**src/sv/rth_pkg.sv**
```systemverilog
// ----------------------------------------------------------------------------
// rth_pkg
// Shared types and constants of the RGB to HSV converter.
// ----------------------------------------------------------------------------
package rth_pkg;

    typedef enum logic [1:0] {
        SEC_RED,
        SEC_GREEN,
        SEC_BLUE
    } t_sector;

    localparam int HUE_INT_BITS = 9;
    localparam int DEG_SECTOR   = 60;
    localparam int DEG_GREEN    = 120;
    localparam int DEG_BLUE     = 240;
    localparam int DEG_FULL     = 360;
    localparam int SECTOR_BITS  = 2;

endpackage

```
**src/sv/rgb_to_hsv_converter.sv**
```systemverilog
// ----------------------------------------------------------------------------
// rgb_to_hsv_converter
// Fixed-point RGB to HSV pixel conversion.
//
// Input queue: drive i_red, i_green, i_blue and raise i_push; the word is
// taken at a rising edge with i_push high and o_full low.
// Result queue: while o_empty is low, o_hue, o_saturation and o_value hold
// the oldest result; it is taken at a rising edge with i_pop high.
// Hue is in 1/2^HUE_FRAC_BITS degree, saturation uses the full channel code
// for 1.0, value is the largest channel.
// Throughput: one pixel per cycle while results are taken.
// From push to o_empty low a pixel passes the front register, the queue,
// the divider input register, D divider stages and the result register;
// D = max(6 + HUE_FRAC_BITS, CHANNEL_BITS) quotient bits, one per stage.
// When the receiver stalls, the divider pipeline holds, the four-word queue
// behind the classify stage fills, and o_full rises.
// Reset (i_rst_n low, synchronous) empties both queues and the pipeline.
// ----------------------------------------------------------------------------
module rgb_to_hsv_converter #(
    parameter int CHANNEL_BITS  = 8,
    parameter int HUE_FRAC_BITS = 6
) (
    input  logic                                       i_clk,
    input  logic                                       i_rst_n,
    input  logic                                       i_push,
    output logic                                       o_full,
    input  logic [CHANNEL_BITS-1:0]                    i_red,
    input  logic [CHANNEL_BITS-1:0]                    i_green,
    input  logic [CHANNEL_BITS-1:0]                    i_blue,
    output logic                                       o_empty,
    input  logic                                       i_pop,
    output logic [rth_pkg::HUE_INT_BITS+HUE_FRAC_BITS-1:0] o_hue,
    output logic [CHANNEL_BITS-1:0]                    o_saturation,
    output logic [CHANNEL_BITS-1:0]                    o_value
);
    import rth_pkg::*;

    localparam int CB  = CHANNEL_BITS;
    localparam int HFB = HUE_FRAC_BITS;
    localparam int HW  = HUE_INT_BITS + HFB;
    localparam int D   = ((6 + HFB) > CB) ? (6 + HFB) : CB;
    localparam int W   = CB + D;
    localparam int FW  = SECTOR_BITS + 2 + 2 * CB + 2 * W;
    localparam int QUEUE_DEPTH = 4;

    logic          f_wr, q_full, q_empty, b_rd;
    logic [FW-1:0] f_word, q_word;

    rth_front #(
        .CB (CB),
        .HFB(HFB),
        .W  (W),
        .FW (FW)
    ) u_front (
        .i_clk   (i_clk),
        .i_rst_n (i_rst_n),
        .i_push  (i_push),
        .o_full  (o_full),
        .i_red   (i_red),
        .i_green (i_green),
        .i_blue  (i_blue),
        .o_wr    (f_wr),
        .o_word  (f_word),
        .i_q_full(q_full)
    );

    rth_fifo #(
        .WIDTH(FW),
        .DEPTH(QUEUE_DEPTH)
    ) u_fifo (
        .i_clk  (i_clk),
        .i_rst_n(i_rst_n),
        .i_wr   (f_wr),
        .i_wdata(f_word),
        .o_full (q_full),
        .i_rd   (b_rd),
        .o_rdata(q_word),
        .o_empty(q_empty)
    );

    rth_back #(
        .CB (CB),
        .HFB(HFB),
        .D  (D),
        .W  (W),
        .FW (FW),
        .HW (HW)
    ) u_back (
        .i_clk       (i_clk),
        .i_rst_n     (i_rst_n),
        .i_word      (q_word),
        .i_q_empty   (q_empty),
        .o_rd        (b_rd),
        .o_empty     (o_empty),
        .i_pop       (i_pop),
        .o_hue       (o_hue),
        .o_saturation(o_saturation),
        .o_value     (o_value)
    );

endmodule

```
**src/sv/rth_fifo.sv**
```systemverilog
// ----------------------------------------------------------------------------
// rth_fifo
// Small register queue between the classify front and the divide back.
// ----------------------------------------------------------------------------
module rth_fifo #(
    parameter int WIDTH = 8,
    parameter int DEPTH = 4
) (
    input  logic             i_clk,
    input  logic             i_rst_n,
    input  logic             i_wr,
    input  logic [WIDTH-1:0] i_wdata,
    output logic             o_full,
    input  logic             i_rd,
    output logic [WIDTH-1:0] o_rdata,
    output logic             o_empty
);
    localparam int PTR_BITS = (DEPTH > 1) ? $clog2(DEPTH) : 1;
    localparam int CNT_BITS = $clog2(DEPTH + 1);

    logic [WIDTH-1:0]    r_mem [DEPTH];
    logic [PTR_BITS-1:0] r_wr_ptr, n_wr_ptr;
    logic [PTR_BITS-1:0] r_rd_ptr, n_rd_ptr;
    logic [CNT_BITS-1:0] r_count, n_count;
    logic                do_wr, do_rd;

    assign o_full  = (r_count == CNT_BITS'(DEPTH));
    assign o_empty = (r_count == '0);
    assign o_rdata = r_mem[r_rd_ptr];
    assign do_wr   = i_wr && !o_full;
    assign do_rd   = i_rd && !o_empty;

    always_comb begin
        n_wr_ptr = r_wr_ptr;
        n_rd_ptr = r_rd_ptr;
        n_count  = r_count;
        if (do_wr) begin
            n_wr_ptr = (r_wr_ptr == PTR_BITS'(DEPTH - 1)) ? '0 : r_wr_ptr + 1'b1;
        end
        if (do_rd) begin
            n_rd_ptr = (r_rd_ptr == PTR_BITS'(DEPTH - 1)) ? '0 : r_rd_ptr + 1'b1;
        end
        if (do_wr && !do_rd) begin
            n_count = r_count + 1'b1;
        end else if (do_rd && !do_wr) begin
            n_count = r_count - 1'b1;
        end
    end

    always_ff @(posedge i_clk) begin
        if (!i_rst_n) begin
            r_wr_ptr <= '0;
            r_rd_ptr <= '0;
            r_count  <= '0;
        end else begin
            r_wr_ptr <= n_wr_ptr;
            r_rd_ptr <= n_rd_ptr;
            r_count  <= n_count;
        end
    end

    always_ff @(posedge i_clk) begin
        if (do_wr) begin
            r_mem[r_wr_ptr] <= i_wdata;
        end
    end

endmodule

```
**src/sv/rth_front.sv**
```systemverilog
// ----------------------------------------------------------------------------
// rth_front
// Accepts pixels, finds max, min and hue sector, and forms both dividends.
// ----------------------------------------------------------------------------
module rth_front #(
    parameter int CB = 8,
    parameter int HFB = 6,
    parameter int W = 20,
    parameter int FW = 60
) (
    input  logic          i_clk,
    input  logic          i_rst_n,
    input  logic          i_push,
    output logic          o_full,
    input  logic [CB-1:0] i_red,
    input  logic [CB-1:0] i_green,
    input  logic [CB-1:0] i_blue,
    output logic          o_wr,
    output logic [FW-1:0] o_word,
    input  logic          i_q_full
);
    import rth_pkg::*;

    logic          r_valid;
    logic [FW-1:0] r_word;
    logic [FW-1:0] n_word;
    logic          advance, accept;

    t_sector       sector;
    logic [CB-1:0] mx, mn, delta, op_a, op_b, diff_abs;
    logic          neg, dzero;
    logic [W-1:0]  hue_num, sat_num;

    always_comb begin
        if (i_red >= i_green && i_red >= i_blue) begin
            sector = SEC_RED;
            mx     = i_red;
        end else if (i_green >= i_blue) begin
            sector = SEC_GREEN;
            mx     = i_green;
        end else begin
            sector = SEC_BLUE;
            mx     = i_blue;
        end
        mn = i_red;
        if (i_green < mn) mn = i_green;
        if (i_blue < mn) mn = i_blue;
        delta = mx - mn;
        dzero = (delta == '0);
    end

    always_comb begin
        unique case (sector)
            SEC_RED: begin
                op_a = i_green;
                op_b = i_blue;
            end
            SEC_GREEN: begin
                op_a = i_blue;
                op_b = i_red;
            end
            default: begin
                op_a = i_red;
                op_b = i_green;
            end
        endcase
        neg      = (op_a < op_b);
        diff_abs = neg ? (op_b - op_a) : (op_a - op_b);
        // 60 * 2^HFB * |diff| as 64x - 4x
        hue_num  = (W'(diff_abs) << (HFB + 6)) - (W'(diff_abs) << (HFB + 2));
        // full-scale code times delta
        sat_num  = (W'(delta) << CB) - W'(delta);
        n_word   = {sector, neg, dzero, mx, delta, hue_num, sat_num};
    end

    assign o_wr    = r_valid;
    assign o_word  = r_word;
    assign advance = !r_valid || !i_q_full;
    assign o_full  = !advance;
    assign accept  = i_push && advance;

    always_ff @(posedge i_clk) begin
        if (!i_rst_n) begin
            r_valid <= 1'b0;
        end else if (advance) begin
            r_valid <= i_push;
        end
    end

    always_ff @(posedge i_clk) begin
        if (accept) begin
            r_word <= n_word;
        end
    end

endmodule

```
**src/sv/rth_back.sv**
```systemverilog
// ----------------------------------------------------------------------------
// rth_back
// Pipelined restoring dividers for hue offset and saturation, one quotient
// bit per stage, followed by the hue sector combine and the result register.
// ----------------------------------------------------------------------------
module rth_back #(
    parameter int CB = 8,
    parameter int HFB = 6,
    parameter int D = 12,
    parameter int W = 20,
    parameter int FW = 60,
    parameter int HW = 15
) (
    input  logic          i_clk,
    input  logic          i_rst_n,
    input  logic [FW-1:0] i_word,
    input  logic          i_q_empty,
    output logic          o_rd,
    output logic          o_empty,
    input  logic          i_pop,
    output logic [HW-1:0] o_hue,
    output logic [CB-1:0] o_saturation,
    output logic [CB-1:0] o_value
);
    import rth_pkg::*;

    localparam logic [HW-1:0] H_GREEN = HW'(DEG_GREEN << HFB);
    localparam logic [HW-1:0] H_BLUE  = HW'(DEG_BLUE << HFB);
    localparam logic [HW-1:0] H_FULL  = HW'(DEG_FULL << HFB);

    logic                   advance;
    logic                   r_sv   [D+1];
    logic [SECTOR_BITS-1:0] r_sec  [D+1];
    logic                   r_neg  [D+1];
    logic                   r_dz   [D+1];
    logic [CB-1:0]          r_mx   [D+1];
    logic [CB-1:0]          r_dl   [D+1];
    logic [W-1:0]           r_rh   [D+1];
    logic [W-1:0]           r_rs   [D+1];
    logic [D-1:0]           r_qh   [D+1];
    logic [D-1:0]           r_qs   [D+1];

    logic                   r_out_valid;
    logic [HW-1:0]          r_hue, n_hue;
    logic [CB-1:0]          r_sat, n_sat;
    logic [CB-1:0]          r_val;
    logic [HW-1:0]          qh;

    assign advance = !r_out_valid || i_pop;
    assign o_rd    = advance && !i_q_empty;
    assign o_empty = !r_out_valid;

    always_ff @(posedge i_clk) begin
        if (!i_rst_n) begin
            r_sv[0] <= 1'b0;
        end else if (advance) begin
            r_sv[0] <= !i_q_empty;
        end
    end

    always_ff @(posedge i_clk) begin
        if (o_rd) begin
            {r_sec[0], r_neg[0], r_dz[0], r_mx[0], r_dl[0], r_rh[0], r_rs[0]} <= i_word;
            r_qh[0] <= '0;
            r_qs[0] <= '0;
        end
    end

    for (genvar j = 0; j < D; j++) begin : g_stage
        localparam int K = D - 1 - j;
        logic [W-1:0] dh, ds, n_rh, n_rs;
        logic [D-1:0] n_qh, n_qs;

        always_comb begin
            dh   = W'(r_dl[j]) << K;
            ds   = W'(r_mx[j]) << K;
            n_rh = r_rh[j];
            n_rs = r_rs[j];
            n_qh = r_qh[j];
            n_qs = r_qs[j];
            if (r_rh[j] >= dh) begin
                n_rh    = r_rh[j] - dh;
                n_qh[K] = 1'b1;
            end
            if (r_rs[j] >= ds) begin
                n_rs    = r_rs[j] - ds;
                n_qs[K] = 1'b1;
            end
        end

        always_ff @(posedge i_clk) begin
            if (!i_rst_n) begin
                r_sv[j+1] <= 1'b0;
            end else if (advance) begin
                r_sv[j+1] <= r_sv[j];
            end
        end

        always_ff @(posedge i_clk) begin
            if (advance) begin
                r_sec[j+1] <= r_sec[j];
                r_neg[j+1] <= r_neg[j];
                r_dz[j+1]  <= r_dz[j];
                r_mx[j+1]  <= r_mx[j];
                r_dl[j+1]  <= r_dl[j];
                r_rh[j+1]  <= n_rh;
                r_rs[j+1]  <= n_rs;
                r_qh[j+1]  <= n_qh;
                r_qs[j+1]  <= n_qs;
            end
        end
    end

    always_comb begin
        qh    = HW'(r_qh[D]);
        n_sat = CB'(r_qs[D]);
        unique case (t_sector'(r_sec[D]))
            SEC_RED: begin
                if (!r_neg[D]) begin
                    n_hue = qh;
                end else if (qh == '0) begin
                    n_hue = '0;
                end else begin
                    n_hue = H_FULL - qh;
                end
            end
            SEC_GREEN: n_hue = r_neg[D] ? (H_GREEN - qh) : (H_GREEN + qh);
            SEC_BLUE:  n_hue = r_neg[D] ? (H_BLUE - qh) : (H_BLUE + qh);
            default:   n_hue = '0;
        endcase
        if (r_dz[D]) begin
            n_hue = '0;
            n_sat = '0;
        end
    end

    always_ff @(posedge i_clk) begin
        if (!i_rst_n) begin
            r_out_valid <= 1'b0;
        end else if (advance) begin
            r_out_valid <= r_sv[D];
        end
    end

    always_ff @(posedge i_clk) begin
        if (advance) begin
            r_hue <= n_hue;
            r_sat <= n_sat;
            r_val <= r_mx[D];
        end
    end

    assign o_hue        = r_hue;
    assign o_saturation = r_sat;
    assign o_value      = r_val;

endmodule
```
**config.mk**
```make
export PLATFORM = sky130hd
export DESIGN_NAME = rgb_to_hsv_converter
export DESIGN_NICKNAME = d
export VERILOG_FILES = /design/src/sv/rth_pkg.sv /design/src/sv/rgb_to_hsv_converter.sv /design/src/sv/rth_fifo.sv /design/src/sv/rth_front.sv /design/src/sv/rth_back.sv
export SDC_FILE = /design/constraint.sdc
export NUM_CORES = 2
export LEC_CHECK = 0
export ABC_AREA = 1
export BUFFER_PORTS_ARGS = -buffer_cell sky130_fd_sc_hd__buf_2
export CAP_MARGIN = 30
export CORE_UTILIZATION = 66
export CTS_BUF_LIST = sky130_fd_sc_hd__clkbuf_4
export CTS_CLUSTER_SIZE = 10
export DETAILED_ROUTE_END_ITERATION = 16
export GPL_TIMING_DRIVEN = 0
export PLACE_DENSITY = 0.9
export SYNTH_ARGS = -nofsm -noshare
export SYNTH_HDL_FRONTEND = slang
export SYNTH_SLANG_ARGS = --single-unit
```
**constraint.sdc**
```tcl
create_clock -name i_clk -period 23.2 [get_ports i_clk]
set_clock_uncertainty 0.05 [all_clocks]
set_input_delay 2.32 -clock i_clk [delete_from_list [all_inputs] [get_ports i_clk]]
set_output_delay 2.32 -clock i_clk [all_outputs]
set_load 0.01 [all_outputs]
```
==> Yosys cells after proc, flatten, opt, wreduce, memory -nomap -nowiden <==
Memory sizes are Yosys's and may differ from the RTL's. A register that Yosys moved wholly into a read port is not among the register bits.
Cells that the tools add are included.
{ "classes": {"reduce_logical": 23, "n_eq_ne": 6, "magnitude_cmp": 30, "n_bitwise": 13, "muxes": 86, "n_addsub": 36} }
{ "op_table": {"columns": ["op", "count"], "rows": [
  ["$mux 20", 22],
  ["$mux 15", 4],
  ["$sub 20x16->20", 3],
  ["$mux 1", 46],
  ["$pmux 15 s3", 1],
  ["$ge 20x10->1", 2],
  ["$ge 20x11->1", 2],
  ["$ge 20x12->1", 2],
  ["$ge 20x13->1", 2],
  ["$ge 20x14->1", 2],
  ["$ge 20x15->1", 2],
  ["$ge 20x16->1", 2],
  ["$ge 20x17->1", 2],
  ["$ge 20x18->1", 2],
  ["$ge 20x19->1", 2],
  ["$ge 20x8->1", 2],
  ["$ge 20x9->1", 2],
  ["$mux 8", 5],
  ["$sub 20x10->20", 2],
  ["$sub 20x11->20", 2],
  ["$sub 20x12->20", 2],
  ["$sub 20x13->20", 2],
  ["$sub 20x14->20", 2],
  ["$sub 20x15->20", 2],
  ["31 further kinds", 77]
]} }
{ "totals": {"output_inout_bits": 33, "register_bits": 763, "memories": 4, "ramBits": 565, "inputBits": 28, "word_cells": 286} }
{ "memory_table": {"columns": ["name", "words", "word_bits", "read_ports", "rd_clocked_by_memory_dff", "wr", "line_no", "source"], "rows": [
  ["u_fifo.r_mem", 4, 60, 1, 1, 1, "rth_fifo.sv:21", "logic [WIDTH-1:0] r_mem [DEPTH];"],
  ["u_back.r_qh", 13, 12, 13, 0, 13, "rth_back.sv:40", "logic [D-1:0] r_qh [D+1];"],
  ["u_back.r_qs", 13, 12, 13, 1, 13, "rth_back.sv:41", "logic [D-1:0] r_qs [D+1];"],
  ["u_back.r_sv", 13, 1, 13, 1, 13, "rth_back.sv:32", "logic r_sv [D+1];"]
]} }

==> Longest topological paths before layout <==
{ "logic_depth": {"ltp_word": 8, "depth_mapped": 39, "depth_no_buf": 38} }

==> Modules after synthesis <==
A second synthesis with hierarchy kept.
{ "unflattened": {"cells_unflattened": 5515, "area_unflattened_um2": 59050.4} }
{ "by_module_without_submodules": {"columns": ["mod", "cells_per_inst", "area_per_inst_um2", "seq_area_each_um2", "instances"], "rows": [
  ["rth_back", 4269, 44676.6, 26735.6, 1],
  ["rth_fifo", 652, 9566.7, 7387.1, 1],
  ["rth_front", 594, 4807.1, 1461.4, 1]
]} }

==> Worst setup path after synthesis <==
Ideal clock, no wire load.
{ "synth_timing": {"path_kind": "in2reg", "start": "in i_pop", "end": "mem u_back.r_sv[10], data pin", "cell_stages": 5, "setup_ns": 0.143, "n_path_buf": 1, "required_ns": 23.007, "setup_slack_ns": 5.008, "arrival_ns": 17.999, "path_cell_list": "nor2_1 > inv_1 > nand2_1 > clkbuf_1 > nor2_1"} }
{ "synth_rtl": {"columns": ["element", "line_no", "source"], "rows": [
  ["start: declaration", "rgb_to_hsv_converter.sv:31", "input logic i_pop,"],
  ["end: declaration", "rth_back.sv:32", null]
]} }

==> Final worst setup path <==
{ "layout_timing": {"start": "in i_red[7]", "end": "reg u_front.r_word[10], in the netlist u_front.o_word[10], data pin"} }
{ "layout_via": {"elab_chain_len": 6, "word_cells_on_any_way": 10, "classes_between": "add/sub: 2; order compare: 4; mux: 3; reduce/logical: 1"} }
{ "layout_lines": {"columns": ["element", "line_no", "source"], "rows": [
  ["start: declaration", "rgb_to_hsv_converter.sv:27", "input logic [CHANNEL_BITS-1:0] i_red,"],
  ["$lt 8x8->1", "rth_front.sv:46", "if (i_green < mn) mn = i_green;"],
  ["$mux 8", "rth_front.sv:46", null],
  ["$lt 8x8->1", "rth_front.sv:47", "if (i_blue < mn) mn = i_blue;"],
  ["$mux 8", "rth_front.sv:47", null],
  ["$sub 8x8->8 *", "rth_front.sv:48", "delta = mx - mn;"],
  ["net u_front.delta[4]", "rth_front.sv:30", "logic [CB-1:0] mx, mn, delta, op_a, op_b, diff_abs;"],
  ["$sub 16x8->17 *", "rth_front.sv:72", "sat_num = (W'(delta) << CB) - W'(delta);"],
  ["net u_front.sat_num[10]", "rth_front.sv:32", "logic [W-1:0] hue_num, sat_num;"],
  ["end signal: assignment", "rth_front.sv:92", "r_word <= n_word;"],
  ["end: declaration", "rth_front.sv:25", "logic [FW-1:0] r_word;"]
]} }
The timed path passes the listed nets; every way through them passes the cells marked *.
A chain may end at the register's enable or synchronous reset.

==> impl_metrics.py <==
metrics = {
    "sta": {
        "worstMarginPinSlew_ns": 0.9204,
        "slew_viol_final": 0,
        "timing.hold.ws_ns": 0.3316,
        "slew_headroom": 0.3864,
        "setup_slack_ns": 15.66,
        "setup_viol": 0,
        "max_freq_mhz": 132.7,
        "hold_violations": 0,
        "min_period_over_period": 0.3249,
        "timing.setup.tns_ns": 0,
        "rsz0062_at_grt": "no",
        "fin_crit_ns": 7.539,
    },
    "yosys": {
        "netlist_instances": 4228,
        "yosys.area.top_type": "edfxtp_1",
        "async_reset_ff_frac": 0,
        "synth_most_common_cell": "edfxtp_1",
        "synth_fp_nets": 4550,
        "yosysSeqAreaShare": 0.6382,
        "synth_seq_cells": 1056,
        "synth_top_area_frac": 0.6342,
        "netlist_area_mm2": 0.04953,
        "yosys-top-cells-count": "edfxtp_1 (1046), inv_1 (582), nand2_1 (500), nor2_1 (425), o21ai_0 (345)",
        "synth_edf_count": 1046,
        "synth_ff_type": "edfxtp_1",
        "ys_warn_count": 0,
        "syn-mean-instance-area_um2": 11.71,
        "synth_cell_types": 69,
        "ys_top_cells_by_area": "edfxtp_1 (63%), ha_1 (6.8%), inv_1 (4.4%), nand2_1 (3.8%), o21ai_0 (3.5%)",
    },
    "detailed_routing": {
        "wire_per_inst_um": 17.96,
        "vias": 33280,
        "via_per_inst": 5.846,
        "ant_nets": 0,
        "dr.pass1.iters": 8,
        "drc": 0,
        "wirelength_um": 102200,
        "drtIter0Drc": 2579,
    },
    "worst_setup_path": {
        "worstSetupPathType": "in -> reg",
        "worstSetupEndpointType": "flip-flop",
        "cp.required_ns": 23.95,
        "cp_max_fo": 10,
        "crit_path_start_kind": "input port",
        "critPathArrivalTime_ns": 8.29,
        "cpMaxStageDelayCell": "fa_1",
        "cpMostUsedCell": "nand2_1",
        "cpPeakStageDelay_ns": 0.38,
    },
    "power": {
        "p_per_area_mw_per_mm2": 162.9,
        "pwr-share-seq": 0.425,
        "combPwrFrac": 0.415,
        "power_frac_clock": 0.160,
        "finalPower_mw": 8.856,
        "leakagePower_nw": 22.35,
        "p_int_mw": 5.383,
        "p_sw_frac": 0.3922,
        "max-vdd-ir-drop_v": 0.00008242,
        "p_switching_mw": 3.474,
    },
    "die": {
        "core_region_area_mm2": 0.07432,
        "pin_count": 61,
        "fp.dieH_um": 275.9,
        "start_util": 0.6664,
        "row_count": 100,
        "die_w_um": 275.9,
        "die_area_mm2": 0.07615,
    },
    "clock_network": {
        "cts_hold_buf": 0,
        "htreeDepth": 4,
        "cts_root_buffer": "clkbuf_4",
        "postCtsSetupRepairBufs": 0,
        "cts_tree": "done",
        "cts-resized-gates": 0,
        "cts.path.max_buffers": 3,
        "clock_latency_ns": 1.11,
        "cts_buffers": 240,
        "cts.sinks": 1056,
        "clk_pin_slew_worst_paths_ns": 0.07,
    },
    "placed_design": {
        "pre_cts_ws_ns": 14.76,
        "portBuffers": 59,
        "place.gp.congestion": 0.9393,
        "hpwl_um": 68180,
        "dpl.cell_count": 5268,
    },
    "cells_and_area": {
        "regArea_mm2": 0.03161,
        "drive_above_1_share": 0.1053,
        "multiInputGateArea_mm2": 0.01547,
        "nNetsFinal": 4863,
        "area.growth.synth_to_final_pct": 9.789,
        "finalNonFillerCells": 5692,
        "fillCellCount": 4304,
    },
    "global_routing": {
        "antenna_found_initial": 2,
        "grt_usage": 0.2687,
        "grt_first_pass_wirelength_um": 161000,
        "grt-ovfl-total": 0,
        "grt_pass1_vias": 34770,
        "grt_max_degree": 145,
    },
    "run": {
        "max-cap-violations": 0,
    },
    "outcome": {
        "status": "completed",
    },
    "hold_path": {
        "hold_path_class": "reg -> reg",
    },
}
## path summary, 6_finish.rpt
check | startpoint | to | slack (ns) | cells after the start
max reg2reg | u_back.g_stage[9].dh[4]$_DFFE_PN_ | u_back.r_rh[57]$_DFFE_PN_ | 19.28 | 14
min | u_back.r_sec[14]$_DFFE_PN_ | u_back.r_sec[12]$_DFFE_PN_ | 0.33 | 0
max | i_red[7] | u_front.o_word[10]$_DFFE_PP_ | 15.66 | 32
min reg2reg | u_back.r_sec[14]$_DFFE_PN_ | u_back.r_sec[12]$_DFFE_PN_ | 0.33 | 0
## worst max-delay path: cells and delay by family
family                     cells  cell delay [ns]
and+or+nand+nor               14             2.20
AOI/OAI and AO/OA              6             1.18
adders and majority gates      4             1.13
buffers and inverters          7             1.08
xor gates and xnor gates       1             0.33
## sequential cells by signal (all words and copies together), names as in the netlist, 15 cells and up
register	count
u_fifo.r_mem	192
u_back.r_qh	78
u_back.r_rs	236
u_back.r_sec	26
u_front.o_word	48
u_back.g_stage.ds	96
u_back.o_hue	15
u_back.r_rh	172
u_back.r_qs	36
u_back.g_stage.dh	85
## per-layer routing
layer,track usage,part of all wire,up-vias
met5,0,0,-
met4,0.1774,0.055,0
met3,0.05324,0.060,436
met2,0.5149,0.55,1674
met1,0.2565,0.34,15590
li1,-,-,15580
## kinds of logic (layout without fill, tap and decap cells)
group           after synthesis  after routing  share of synthesized area
fa+ha+maj                   294            294                    0.07821
mux                           2              2                  0.0004294
other cells                   1              5                 0.00007571
buf+inv                     657           1148                    0.05037
flops                      1056           1056                     0.6382
compound gates              750            750                    0.08442
xor+xnor                    248            248                    0.04385
simple gates               1220           1220                     0.1044
## layout by cell type (no fill, tap or decap), drive strengths merged, types with 8 or more instances in the layout
cell	netlist	routed
nand3	109	109
o31ai	8	8
o21ai	358	358
nor3	59	59
buf	8	79
clkinv	2	59
o21a	9	9
xor2	161	161
a221oi	17	17
edfxtp	1046	1046
nand2	507	507
a21oi	230	230
a211oi	12	12
ha	268	268
nor4	36	36
nor2	431	431
or2	13	13
o22ai	52	52
inv	586	595
fa	26	26
dfxtp	10	10
o221ai	11	11
nand4	41	41
o21bai	19	19
clkbuf	61	412
xnor2	87	87
## power by group through the flow
stage               combinational (mW)  clock [mW]  sequential [mW]
detailed placement                3.50           0             3.78
finish                            3.67        1.42             3.77
global route                      4.06        1.53             3.84
CTS                               3.60        1.44             3.75
global placement                  3.18           0             3.71
floorplan                         2.65           0             3.62
## layout make-up
| type | count | share of cell area |
|---|---|---|
| plain buffers | 69 | 0.005177 |
| diodes | 4 | 0.0001841 |
| repair buffers | 71 | 0.01068 |
| clock buffers | 351 | 0.04846 |
| flip-flops and latches | 1056 | 0.5813 |
| multi-input cells | 2515 | 0.2845 |
| inverters | 588 | 0.04084 |
| well taps | 969 | 0.02230 |
| clock inverters | 69 | 0.006581 |
## metrics by stage
step                  util  instance area, um^2
floorplan                -                49530
global placement    0.6867                51040
detailed placement  0.6913                51380
CTS                 0.7315                54370
global route        0.7317                54380
finish              0.7317                54380
No activity file was read; power rests on OpenSTA's default activity.
